[src/hw/rtl/tsd_pkg.sv]
// Package for the temperature seven-segment display unit.
// Holds request/response types, digit codes and the segment table.
// No dependencies.
`timescale 1ns / 1ps
`default_nettype none

package tsd_pkg;

   localparam int unsigned NumDigits  = 4;
   localparam int unsigned CodeWidth  = 4;
   localparam int unsigned PosWidth   = 2;

   localparam logic [3:0] CodeMinus = 4'd10;
   localparam logic [3:0] CodeBlank = 4'd11;
   localparam logic [3:0] CodeHalf  = 4'd5;
   localparam logic [3:0] CodeZero  = 4'd0;

   // digit that carries the decimal point (ones)
   localparam logic [1:0] DpDigit = 2'd1;

   localparam logic ReqSample = 1'b0;
   localparam logic ReqScan   = 1'b1;

   typedef struct packed {
      logic        req_type;
      logic [15:0] temp_sample;
   } tsd_req_type;

   typedef struct packed {
      logic [7:0] segments;
      logic [3:0] digit_select;
   } tsd_rsp_type;

   // index 0 tenths, 1 ones, 2 tens, 3 sign
   typedef logic [NumDigits-1:0][CodeWidth-1:0] tsd_codes_type;

   function automatic logic [7:0] seg_lookup(input logic [3:0] code);
      logic [7:0] seg;
      case (code)
         4'd0:    seg = 8'h3f;
         4'd1:    seg = 8'h06;
         4'd2:    seg = 8'h5b;
         4'd3:    seg = 8'h4f;
         4'd4:    seg = 8'h66;
         4'd5:    seg = 8'h6d;
         4'd6:    seg = 8'h7c;
         4'd7:    seg = 8'h07;
         4'd8:    seg = 8'h7f;
         4'd9:    seg = 8'h67;
         4'd10:   seg = 8'h40;
         default: seg = 8'h00;
      endcase
      return seg;
   endfunction

endpackage

`default_nettype wire

[src/hw/rtl/tsd_digit_conv.sv]
// Converts a raw sensor word into sign, tens, ones and tenths digit codes.
// Depends on tsd_pkg.
`timescale 1ns / 1ps
`default_nettype none

module tsd_digit_conv (
   input  wire logic [15:0]           temp_sample,
   output tsd_pkg::tsd_codes_type     codes
);

   logic [15:0] mag;
   logic [6:0]  int_part;
   logic [14:0] prod;
   logic [3:0]  quot;
   logic [6:0]  quot_x10;
   logic [6:0]  rem_ones;
   logic [3:0]  tens;

   always_comb begin
      mag = temp_sample[15] ? (~temp_sample + 16'd1) : temp_sample;
      int_part = mag[14:8];
      // ip / 10 as (ip * 205) >> 11, exact for ip below 128
      prod = 15'(int_part) * 15'd205;
      quot = prod[14:11];
      quot_x10 = 7'(quot) * 7'd10;
      rem_ones = int_part - quot_x10;
      // quotient is at most 12, so one subtract gives mod 10
      tens = (quot >= 4'd10) ? (quot - 4'd10) : quot;

      codes[3] = temp_sample[15] ? tsd_pkg::CodeMinus : tsd_pkg::CodeBlank;
      codes[2] = tens;
      codes[1] = rem_ones[3:0];
      codes[0] = mag[7] ? tsd_pkg::CodeHalf : tsd_pkg::CodeZero;
   end

endmodule

`default_nettype wire

[src/hw/rtl/tsd_mux_core.sv]
// Digit store and scan multiplexer: holds the digit codes, the valid flag
// and the scan position; forms the next response. Depends on tsd_pkg.
`timescale 1ns / 1ps
`default_nettype none

module tsd_mux_core (
   input  wire logic                  clock,
   input  wire logic                  reset,
   input  wire logic                  step,
   input  tsd_pkg::tsd_req_type       req,
   input  tsd_pkg::tsd_codes_type     new_codes,
   output tsd_pkg::tsd_rsp_type       rsp
);

   tsd_pkg::tsd_codes_type codes_ff, codes_in;
   logic                   shown_ff, shown_in;
   logic [1:0]             pos_ff, pos_in;
   logic [7:0]             seg;

   always_comb begin
      codes_in = codes_ff;
      shown_in = shown_ff;
      pos_in   = pos_ff;
      seg      = tsd_pkg::seg_lookup(codes_ff[pos_ff]);
      rsp      = '0;
      if (req.req_type == tsd_pkg::ReqSample) begin
         codes_in = new_codes;
         shown_in = 1'b1;
      end else if (shown_ff) begin
         rsp.segments     = (pos_ff == tsd_pkg::DpDigit) ? (seg | 8'h80) : seg;
         rsp.digit_select = 4'b0001 << pos_ff;
         pos_in           = pos_ff + 2'd1;
      end
   end

   always_ff @(posedge clock) begin
      if (reset) begin
         codes_ff <= '0;
         shown_ff <= 1'b0;
         pos_ff   <= '0;
      end else if (step) begin
         codes_ff <= codes_in;
         shown_ff <= shown_in;
         pos_ff   <= pos_in;
      end
   end

endmodule

`default_nettype wire

[src/hw/rtl/temperature_seven_segment_display_unit.sv]
// Top level of the temperature seven-segment display unit.
// Instantiates tsd_digit_conv and tsd_mux_core; depends on tsd_pkg.
//
//   Channel | Ports                          | Payload
//   --------+--------------------------------+-------------------------------
//   request | req_valid, req_stall, req_data | req_type, temp_sample
//   result  | rsp_valid, rsp_stall, rsp_data | segments, digit_select
//
// Every request gives one response once it is accepted: it passes through
// the input register and then through the response register.
// A new request is taken every cycle while the result side keeps up.
// Reset clears the digit codes, the valid flag and the scan position.
// A stall on the result side holds both stages and backs up to req_stall.
`timescale 1ns / 1ps
`default_nettype none

module temperature_seven_segment_display_unit (
   input  wire logic                  clock,
   input  wire logic                  reset,
   input  wire logic                  req_valid,
   output logic                       req_stall,
   input  tsd_pkg::tsd_req_type       req_data,
   output logic                       rsp_valid,
   input  wire logic                  rsp_stall,
   output tsd_pkg::tsd_rsp_type       rsp_data
);

   logic                   in_valid_ff, in_valid_in;
   tsd_pkg::tsd_req_type   in_data_ff;
   logic                   out_valid_ff, out_valid_in;
   tsd_pkg::tsd_rsp_type   out_data_ff;
   tsd_pkg::tsd_codes_type new_codes;
   tsd_pkg::tsd_rsp_type   next_rsp;
   logic                   out_free;
   logic                   advance;
   logic                   take;

   assign out_free  = !out_valid_ff || !rsp_stall;
   assign advance   = in_valid_ff && out_free;
   assign req_stall = in_valid_ff && !out_free;
   assign take      = req_valid && !req_stall;

   assign in_valid_in  = take || (in_valid_ff && !advance);
   assign out_valid_in = advance || (out_valid_ff && rsp_stall);

   tsd_digit_conv u_conv (
      .temp_sample (in_data_ff.temp_sample),
      .codes       (new_codes)
   );

   tsd_mux_core u_core (
      .clock     (clock),
      .reset     (reset),
      .step      (advance),
      .req       (in_data_ff),
      .new_codes (new_codes),
      .rsp       (next_rsp)
   );

   always_ff @(posedge clock) begin
      if (reset) begin
         in_valid_ff  <= 1'b0;
         out_valid_ff <= 1'b0;
      end else begin
         in_valid_ff  <= in_valid_in;
         out_valid_ff <= out_valid_in;
      end
   end

   always_ff @(posedge clock) begin
      if (take) begin
         in_data_ff <= req_data;
      end
      if (advance) begin
         out_data_ff <= next_rsp;
      end
   end

   assign rsp_valid = out_valid_ff;
   assign rsp_data  = out_data_ff;

endmodule

`default_nettype wire
[config.mk]
export PLATFORM = sky130hd
export DESIGN_NAME = temperature_seven_segment_display_unit
export DESIGN_NICKNAME = d
export VERILOG_FILES = /design/src/hw/rtl/tsd_pkg.sv /design/src/hw/rtl/tsd_digit_conv.sv /design/src/hw/rtl/tsd_mux_core.sv /design/src/hw/rtl/temperature_seven_segment_display_unit.sv
export SDC_FILE = /design/constraint.sdc
export NUM_CORES = 1
export LEC_CHECK = 0
export ABC_AREA = 0
export BUFFER_PORTS_ARGS = -buffer_cell sky130_fd_sc_hd__buf_2
export CORE_UTILIZATION = 54
export CTS_CLUSTER_DIAMETER = 40
export DETAILED_ROUTE_END_ITERATION = 8
export PLACE_DENSITY_LB_ADDON = 0.2
export SYNTH_ARGS = -nofsm -noshare
export SYNTH_HDL_FRONTEND = slang
export SYNTH_SLANG_ARGS = --single-unit
[constraint.sdc]
create_clock -name clock -period 5.95 [get_ports clock]
set_input_delay 0.8925 -clock clock [delete_from_list [all_inputs] [get_ports clock]]
set_output_delay 0.8925 -clock clock [all_outputs]
set_load 0.01 [all_outputs]
==> results of run 1 <==
-- power breakdown --
part | internal [uW] | switching, uW
registers | 348 | 15.7
logic | 304 | 395
clock network | 122 | 97.3
total | 774 | 508
-- layout make-up --
type / instances / area (um^2) / share of cell area [%]
Sequential cell: 44 / 1171 / 31.35
Clock buffer: 5 / 68.82 / 1.842
Clock inverter: 3 / 37.54 / 1.005
Tap cell: 72 / 90.09 / 2.411
Inverter: 34 / 127.6 / 3.416
Timing Repair Buffer: 44 / 245.2 / 6.564
Multi-Input combinational cell: 241 / 1996 / 53.42
-- placed cells by master (no fill, tap or decap), types with 2 or more instances in the layout --
cell / instances
o31a_1: 3
a21oi_1: 11
nor3_2: 3
o21ai_1: 2
dfxtp_1: 15
fa_1: 8
nand2_2: 2
nor4_1: 3
a211oi_1: 5
or3b_2: 2
o21ai_0: 11
a22oi_1: 2
xor2_1: 7
nand2b_1: 2
nand2_1: 20
xnor2_1: 10
inv_1: 34
buf_2: 34
or3_1: 3
nand3_1: 5
ha_1: 40
nor2_1: 37
mux2i_1: 4
nor3_1: 4
o211ai_1: 3
and3_1: 2
nor2b_1: 4
buf_4: 10
o21ai_2: 2
clkinv_1: 2
and2_1: 3
nand4_1: 5
clkbuf_8: 5
nor4_4: 2
edfxtp_1: 29
or2_2: 2
-- routing by layer --
metal	vias to the layer above	track usage, %	part of all wire (%)
met5	-	0	0
met1	1147	24.54	45
met2	53	34.87	51
li1	1259	-	-
met3	4	4.229	3.6
met4	0	6.545	0.56
-- worst paths after layout --
kind / slack (ns) / depth (start not counted) / start / to
max reg2reg: 0.14 / 24 / in_data_ff[6] / u_core.codes_ff[7]
min: 0.50 / 2 / u_core.codes_ff[6] / u_core.codes_ff[6]
min reg2reg: 0.50 / 2 / u_core.codes_ff[6] / u_core.codes_ff[6]
max: 0.14 / 24 / in_data_ff[6] / u_core.codes_ff[7]
-- tightest hold or removal path, delay by kind of cell, from the launching register on --
kind,cells,cell delay (ns)
multiplexers,1,0.07
flip-flops,1,0.33
AND/OR/NAND/NOR,1,0.07
-- sequential cells by signal, summed over array words and instances (netlist names) --
signal / cells
rsp_valid: 1
in_valid_ff: 1
u_core.pos_ff: 2
in_data_ff: 17
rsp_data: 12
u_core.codes_ff: 11
-- cell families (layout without fill, tap and decap cells) --
family,count (synthesis),in the layout
AOI/OAI and AO/OA,59,59
adders and majority gates,48,48
and+or+nand+nor,109,109
xor gates and xnor gates,19,19
muxes,6,6
buffers and inverters,44,86
DFF,44,44
-- through the flow --
stage / instances / hold slack [ns]
2_1_floorplan: 329 / 0.4513
3_3_place_gp: 430 / 0.4824
3_5_place_dp: 430 / 0.4925
4_1_cts: 439 / 0.5117
5_1_grt: 443 / 0.5362
6_report: 443 / 0.5027
-- timing repair --
item | CTS | global route
endpoints found under the setup margin | 2 | 2
endpoints found under the hold margin | 0 | 0
buffers inserted | 1 | 4
pin swaps | 0 | 9
gates resized for setup | 1 | 21
==> reports/qor.yml, run 1 <==
drtIter0Drc: 130
vdd.ir_drop.worst_mv: 0.2011
n_antenna_cell: 0
cts_buffers: 5
gp_congestion: 0.8530
routed_via_density: 5.560
synthesis.area_um2: 3241
grt_pass1_wl_mm: 9.818
synth_top_family_by_area: "adder cells"
finalClockSkew_ns: 0.007198
leakage_uw: 0.001582
syn_area_per_cell_um2: 9.850
synthDominantCellAreaShare_pct: 26.87
start_kind: "flip-flop"
synthCells: 329
fillers: 441
clockBufferDepth: 2
cts_hold_buf: 0
dieArea_um2: 6315
path_delay_family: "adder cells"
ys_seq_area_share_pct: 36.14
wire_per_inst_um: 13.78
synthesis.nets: 398
setup_viol: 0
setup.worst_path.class: "flip-flop to flip-flop"
fin_total_pwr_uw: 1282
status: "complete, no violations"
grt_usage_pct: 20.05
synth_common_cells: "ha_1, nor2_1, inv_1"
yosysTopAreaCell: "edfxtp_1"
antenna_found_initial: 0
final_core_util_pct: 66.22
core_um2: 5642
cpMostUsedCell: "ha_1"
drive_gt1_share_pct: 22.10
die_w_um: 79.47
yosysMostFrequentCell: "ha_1"
root_buffer: "clkbuf_8"
grt_pass1_vias: 2299
critPathBufInv: 4
arrival_ns: 5.98
clock_latency_ns: 0.30
synth_compound_area_share_pct: 13.32
finalCriticalPeriod_ns: 5.810
finalSetupTns_ns: 0
dr.pass1.iters: 4
hold_class: "flip-flop to flip-flop"
rows: 27
num_io_pins: 35
timing.final.ws_setup_ns: 0.1402
initial_core_util_pct: 57.44
async_flop_share_pct: 0
ys_ff_latch: 44
maxCapViolations: 0
io_buffers: 34
clkTransAtPathRegs_ns: 0.08
synth_area_leaders: "edfxtp_1, ha_1, dfxtp_1"
relSlewSlack_pct: 26.35
yosys.area_share.adder_pct: 20.39
max_freq_mhz: 172.1
synth-main-ff-cell: "edfxtp_1"
synth_xor_area_share_pct: 5.135
grt_overflow_total: 0
place_area_um2: 3493
drv_slew: 0
grt_max_degree: 18
cts_tree: "built"
dp_hpwl_mm: 4.494
worst_ep_required_time_ns: 6.12
ys_types: 60
die_y_um: 79.47
end_kind: "flip-flop"
postLayoutCellArea_um2: 3736
worstPathCellList: "nor4_4 -> nand2_2 -> or4_4 -> o21ai_2 -> xor2_2 -> inv_1 -> ha_1 -> ha_1 -> fa_1 -> inv_1 -> fa_1 -> inv_1 -> ha_1 -> and2_4 -> o2111a_2 -> nor3_4 -> xor2_1 -> buf_4 -> xor2_1 -> ha_1 -> a31oi_2 -> a311oi_2 -> o21ai_1 -> o311ai_2"
path_max_fanout: 5
cts_sinks: 44
antenna_left: 0
yosysWarnings: 0
worst_pin_slew_ns: 1.093
area_growth_pct: 15.29
wl_mm: 6.103
fin_nets: 439
synthSimpleGateAreaFrac_pct: 17.34
critPathMaxStageDelay_ns: 0.51
hold_viol: 0
vias: 2463
pwr_density_cell_nw_per_um2: 343.1
cpMaxStageDelayCell: "fa_1"
synth-edff-count: 29
synthMuxAreaShare_pct: 2.355
h-tree-depth: 2
preCtsSetupSlack_ns: -0.01644
drc: 0
fin_crit_sh_pct: 97.64
Note: power is estimated with default switching activity, not from simulation.
==> run 2, diff against run 1 <==
Settings changed: REMOVE_ABC_BUFFERS from default to 1.
==> run 2 against run 1 <==
Against the previous run:
- non-clock buffer count shrank 1
- clock power shrank 15%
- sequential power is essentially flat
- count of clock-buffer cells in the layout rose by 3
- sequential share of layout area hardly changed
- die area stayed put
- via count down 0.57%
- cell count is 0.23% lower
- critical path type unchanged
- critical endpoint unchanged
- largest cell class unchanged
==> reports/qor.yml, run 2 (synthesized netlist as in run 1, its figures left out) <==
initial_core_util_pct: 57.44
hold_class: "flip-flop to flip-flop"
cts_sinks: 44
grt_pass1_vias: 2346
n_antenna_cell: 0
fin_crit_sh_pct: 96.26
grt_max_degree: 18
p_sw_uw: 525.2
relSlewSlack_pct: 27.99
grt_overflow_total: 0
rrSetupSlack_ns: 0.22
worst_ep_required_time_ns: 6.12
antenna_left: 0
routed_via_density: 5.541
timing.rr.start: "in_data_ff[1]"
io_buffers: 34
grt_pass1_wl_mm: 10.22
wire_per_inst_um: 13.78
cts_tree: "built"
rows: 27
cts_buffers: 5
leakage_uw: 0.001571
worstPathCellList: "nor4_4 -> nand2_2 -> or4_1 -> o21ai_2 -> xor2_2 -> inv_2 -> ha_1 -> ha_1 -> fa_1 -> inv_1 -> fa_1 -> inv_1 -> ha_1 -> and2_1 -> o2111a_2 -> nor3_4 -> xor2_1 -> buf_4 -> xor2_1 -> ha_2 -> a31oi_4 -> a311oi_2 -> o21ai_0 -> o311ai_1"
fillers: 430
max_freq_mhz: 174.6
cpMaxStageDelayCell: "fa_1"
setup_viol: 0
fin_total_pwr_uw: 1307
final_common_cell: "ha_1"
top_register: "in_data_ff"
h-tree-depth: 2
wl_mm: 6.092
pwr_density_cell_nw_per_um2: 349.5
drc: 0
die_w_um: 79.47
maxCapViolations: 0
die_y_um: 79.47
path_delay_family: "adder cells"
multi_input_area_um2: 2023
seqPwrFrac_pct: 27.9
critPathMaxStageDelay_ns: 0.51
clkTransAtPathRegs_ns: 0.08
drtIter0Drc: 102
preCtsSetupSlack_ns: 0.06657
drv_slew: 0
clockBufferDepth: 2
fin_nets: 438
vdd.ir_drop.worst_mv: 0.1955
gp_congestion: 0.8289
core_um2: 5642
finalClockSkew_ns: 0.004956
drive_gt1_share_pct: 22.97
num_io_pins: 35
timing.final.ws_setup_ns: 0.2223
antenna_found_initial: 0
clkPwrFrac_pct: 14.3
clock_latency_ns: 0.29
root_buffer: "clkbuf_8"
cp.depth: 24
final_cell_mix: "ha_1, nor2_1, buf_2"
setup.worst_path.class: "flip-flop to flip-flop"
register_area_um2: 1171
vias: 2449
r2r_end: "u_core.codes_ff[7]"
crit_path_end: "u_core.codes_ff[7]"
worst_pin_slew_ns: 1.069
dr.pass1.iters: 5
dieArea_um2: 6315
dp_hpwl_mm: 4.601
start_kind: "flip-flop"
end_kind: "flip-flop"
swShare_pct: 40.18
area_growth_pct: 15.41
critPathBufInv: 4
path_max_fanout: 5
p_int_uw: 781.8
finalCriticalPeriod_ns: 5.728
final_core_util_pct: 66.29
p_comb_share_pct: 57.8
startpoint: "in_data_ff[1]"
cpMostUsedCell: "ha_1"
grt_usage_pct: 20.50
largest_reg_flops: 17
arrival_ns: 5.89
reg2reg_depth: 24
status: "complete, no violations"
hold_viol: 0
-- run 2: cell count changes in the layout (fill, tap and decap cells not counted), moves of 2 or more --
cell	previous run	this run
clkbuf_1	0	2
clkinv_1	2	0
nand3_1	5	3
nand3_2	0	2
-- run 2: stage by stage --
step                      cells  hold slack, ns  TNS, ns  instance area (um^2)
after floorplan             319          0.4513        0                  3196
final                       442          0.5024        0                  3740
after global placement      429          0.4687        0                  3486
after global routing        442          0.5284  -0.1086                  3740
after CTS                   437          0.5068        0                  3576
after detailed placement    429          0.4893        0                  3486
-- run 2: how the worst min path moves through the flow --
stage                     slack [ns]          startpoint  cells past startpoint                 end
after floorplan                 0.45         in_valid_ff                      2           rsp_valid
after global placement          0.47         in_valid_ff                      2           rsp_valid
after detailed placement        0.49  u_core.codes_ff[8]                      2  u_core.codes_ff[8]
after CTS                       0.51  u_core.codes_ff[8]                      2  u_core.codes_ff[8]
after global routing            0.53  u_core.codes_ff[5]                      2  u_core.codes_ff[5]
final                           0.50  u_core.codes_ff[4]                      2  u_core.codes_ff[4]
-- run 2: repair_timing --
| item | in CTS | in global routing |
|---|---|---|
| hold buffers | 0 | 0 |
| setup endpoints to repair | 0 | 3 |
| resized for setup | 0 | 28 |
| setup buffers | 0 | 5 |
-- run 2: layout make-up --
class | count | area share, %
multi-input cells | 241 | 54.10
inverters | 34 | 3.412
clock buffers | 8 | 2.409
well taps | 72 | 2.409
repair buffers | 43 | 6.357
flip-flops and latches | 44 | 31.31
-- run 2: layer usage --
metal,vias to the layer above,track usage [%],wire (um)
li1,1256,-,-
met5,-,0,0
met1,1135,27.29,2865
met3,8,3.771,182
met4,0,4.364,56
met2,50,34.62,2987
-- run 2: power by group through the flow --
stage	clock (uW)	sequential (uW)	combinational, uW
finish	187	365	755
CTS	190	363	602
floorplan	0	368	463
global route	201	367	845
detailed placement	0	370	598
global placement	0	370	583
-- run 2: worst reg2reg max path, stage by stage, from the launching register on --
cell      delay, ns
edfxtp_1       0.42
nor4_4         0.35
nand2_2        0.10
or4_1          0.43
o21ai_2        0.20
xor2_2         0.25
inv_2          0.08
ha_1           0.30
ha_1           0.30
fa_1           0.51
inv_1          0.05
fa_1           0.50
inv_1          0.05
ha_1           0.26
and2_1         0.16
o2111a_2       0.29
nor3_4         0.07
xor2_1         0.15
buf_4          0.17
xor2_1         0.14
ha_2           0.23
a31oi_4        0.15
a311oi_2       0.12
o21ai_0        0.20
o311ai_1       0.12
==> run 3, diff against run 2 <==
Settings changed: CORE_UTILIZATION 54 to 59, GPL_TIMING_DRIVEN from default to 0.
Clock period 5.95 ns to 6.2 ns, I/O delays scaled along.
==> run 3 against run 2 <==
Against the previous run:
- count of clock-buffer cells in the layout unchanged
- clock skew increased by 0.0015 ns
- cell count is 1.6% lower
- register-to-register slack improved by 0.03 ns
- critical path depth fell by 1
- core utilization up 3.8 points
- non-clock buffer count is 5 lower
- global-route usage grew 0.56 points
- hold slack got worse by 0.0061 ns
- largest cell class unchanged
- highest routed layer unchanged
==> reports/qor.yml, run 3 (synthesized netlist as in run 1, its figures left out) <==
preCtsSetupSlack_ns: -0.1149
pwr_density_cell_nw_per_um2: 325.3
setup_viol: 0
wl_mm: 5.692
area_growth_pct: 12.55
max_freq_mhz: 168.1
cts_sinks: 44
dp_hpwl_mm: 4.474
num_io_pins: 35
io_buffers: 34
rrSetupSlack_ns: 0.25
clock_latency_ns: 0.29
place_area_um2: 3453
vias: 2415
grt_max_degree: 18
hold_viol: 0
postLayoutCellArea_um2: 3647
maxCapViolations: 0
final_common_cell: "ha_1"
critPathMaxStageDelay_ns: 0.50
relSlewSlack_pct: 29.08
grt_usage_pct: 21.06
timing.final.ws_setup_ns: 0.2498
rows: 26
hold_class: "flip-flop to flip-flop"
antenna_found_initial: 0
worst_pin_slew_ns: 1.060
cpMaxStageDelayCell: "fa_1"
clockBufferDepth: 2
grt_pass1_vias: 2261
antenna_left: 0
h-tree-depth: 2
die_w_um: 76.11
worstPathCellList: "nor4_4 -> nand2_2 -> or4_1 -> o21ai_2 -> xor2_2 -> inv_1 -> ha_1 -> ha_1 -> fa_1 -> inv_1 -> fa_1 -> inv_1 -> ha_1 -> and2_0 -> o2111a_2 -> nor3_2 -> xor2_1 -> xor2_1 -> ha_1 -> a31oi_2 -> a311oi_2 -> o21ai_0 -> o311ai_1"
cts_buffers: 5
drive_gt1_share_pct: 18.63
root_buffer: "clkbuf_8"
fin_nets: 433
start_kind: "flip-flop"
status: "complete, no violations"
setup.worst_path.class: "flip-flop to flip-flop"
cpMostUsedCell: "ha_1"
initial_core_util_pct: 62.26
clkTransAtPathRegs_ns: 0.08
drv_slew: 0
path_max_fanout: 7
cts_tree: "built"
n_antenna_cell: 0
wire_per_inst_um: 13.09
vdd.ir_drop.worst_mv: 0.2926
largest_reg_flops: 17
routed_via_density: 5.552
top_register: "in_data_ff"
drtIter0Drc: 139
fin_crit_sh_pct: 95.97
dieArea_um2: 5793
drc: 0
finalClockSkew_ns: 0.006430
worst_ep_required_time_ns: 6.36
grt_pass1_wl_mm: 9.818
dr.pass1.iters: 4
gp_congestion: 0.7841
grt_overflow_total: 0
fin_total_pwr_uw: 1187
finalCriticalPeriod_ns: 5.950
arrival_ns: 6.11
leakage_uw: 0.001527
core_um2: 5205
final_cell_mix: "ha_1, nor2_1, inv_1, buf_2, edfxtp_1"
end_kind: "flip-flop"
die_y_um: 76.11
run 3: cell types whose count changed in the layout (fill, tap and decap cells not counted), sizes merged:
cell / change
buf: -5
run 3: routing by layer:
metal  wire, um  up-vias  global-route usage (%)  part of all wire [%]
li1           -     1249                       -                     -
met1       2593     1098                   26.31                    46
met2       2807       61                   36.36                    49
met3        210        7                   4.671                   3.7
met4         81        0                   6.538                   1.4
met5          0        -                       0                     0
run 3: worst max-delay path: cells and delay by family (launching register included):
family | cells | cell delay (ns)
compound gates | 6 | 1.06
xor+xnor | 3 | 0.66
fa+ha+maj | 6 | 2.14
buf+inv | 3 | 0.21
flops | 1 | 0.42
simple gates | 5 | 1.32
run 3: worst paths after layout:
kind / to / start / cells past startpoint
worst min-delay path: rsp_valid / in_valid_ff / 2
worst min register to register: rsp_valid / in_valid_ff / 2
worst max-delay path: u_core.codes_ff[7] / in_data_ff[1] / 23
worst max register to register: u_core.codes_ff[7] / in_data_ff[1] / 23
run 3: area by class of cell:
class                           instances  area [um^2]
Clock buffer                            8        101.3
Fill cell                             417         1558
Inverter                               34        127.6
Multi-Input combinational cell        241         1959
Sequential cell                        44         1171
Tap cell                               70        87.58
Timing Repair Buffer                   38        200.2
run 3: through the flow:
stage / cells / util [%] / hold WS (ns) / TNS (ns)
after floorplan: 319 / - / 0.4513 / 0
after global placement: 423 / 66.35 / 0.4780 / 0
after detailed placement: 423 / 66.35 / 0.4867 / -0.1207
after CTS: 433 / 68.73 / 0.5043 / 0
after global routing: 435 / 70.07 / 0.5253 / -0.1022
final: 435 / 70.07 / 0.4963 / 0
run 3: power breakdown:
| part | switching [uW] | leakage (uW) | total [uW] | internal [uW] |
|---|---|---|---|---|
| clock network | 90.1 | 0.0000506 | 194 | 104 |
| registers | 14.9 | 0.000406 | 349 | 334 |
| logic | 362 | 0.00107 | 643 | 281 |
| total | 467 | 0.00153 | 1190 | 720 |
run 3: timing repair:
| item | CTS | global route |
|---|---|---|
| hold buffers | 0 | 0 |
| pin swaps | 0 | 4 |
| endpoints found under the setup margin | 2 | 2 |
| resized for setup | 1 | 10 |
| endpoints found under the hold margin | 0 | 0 |
| buffers inserted | 2 | 2 |
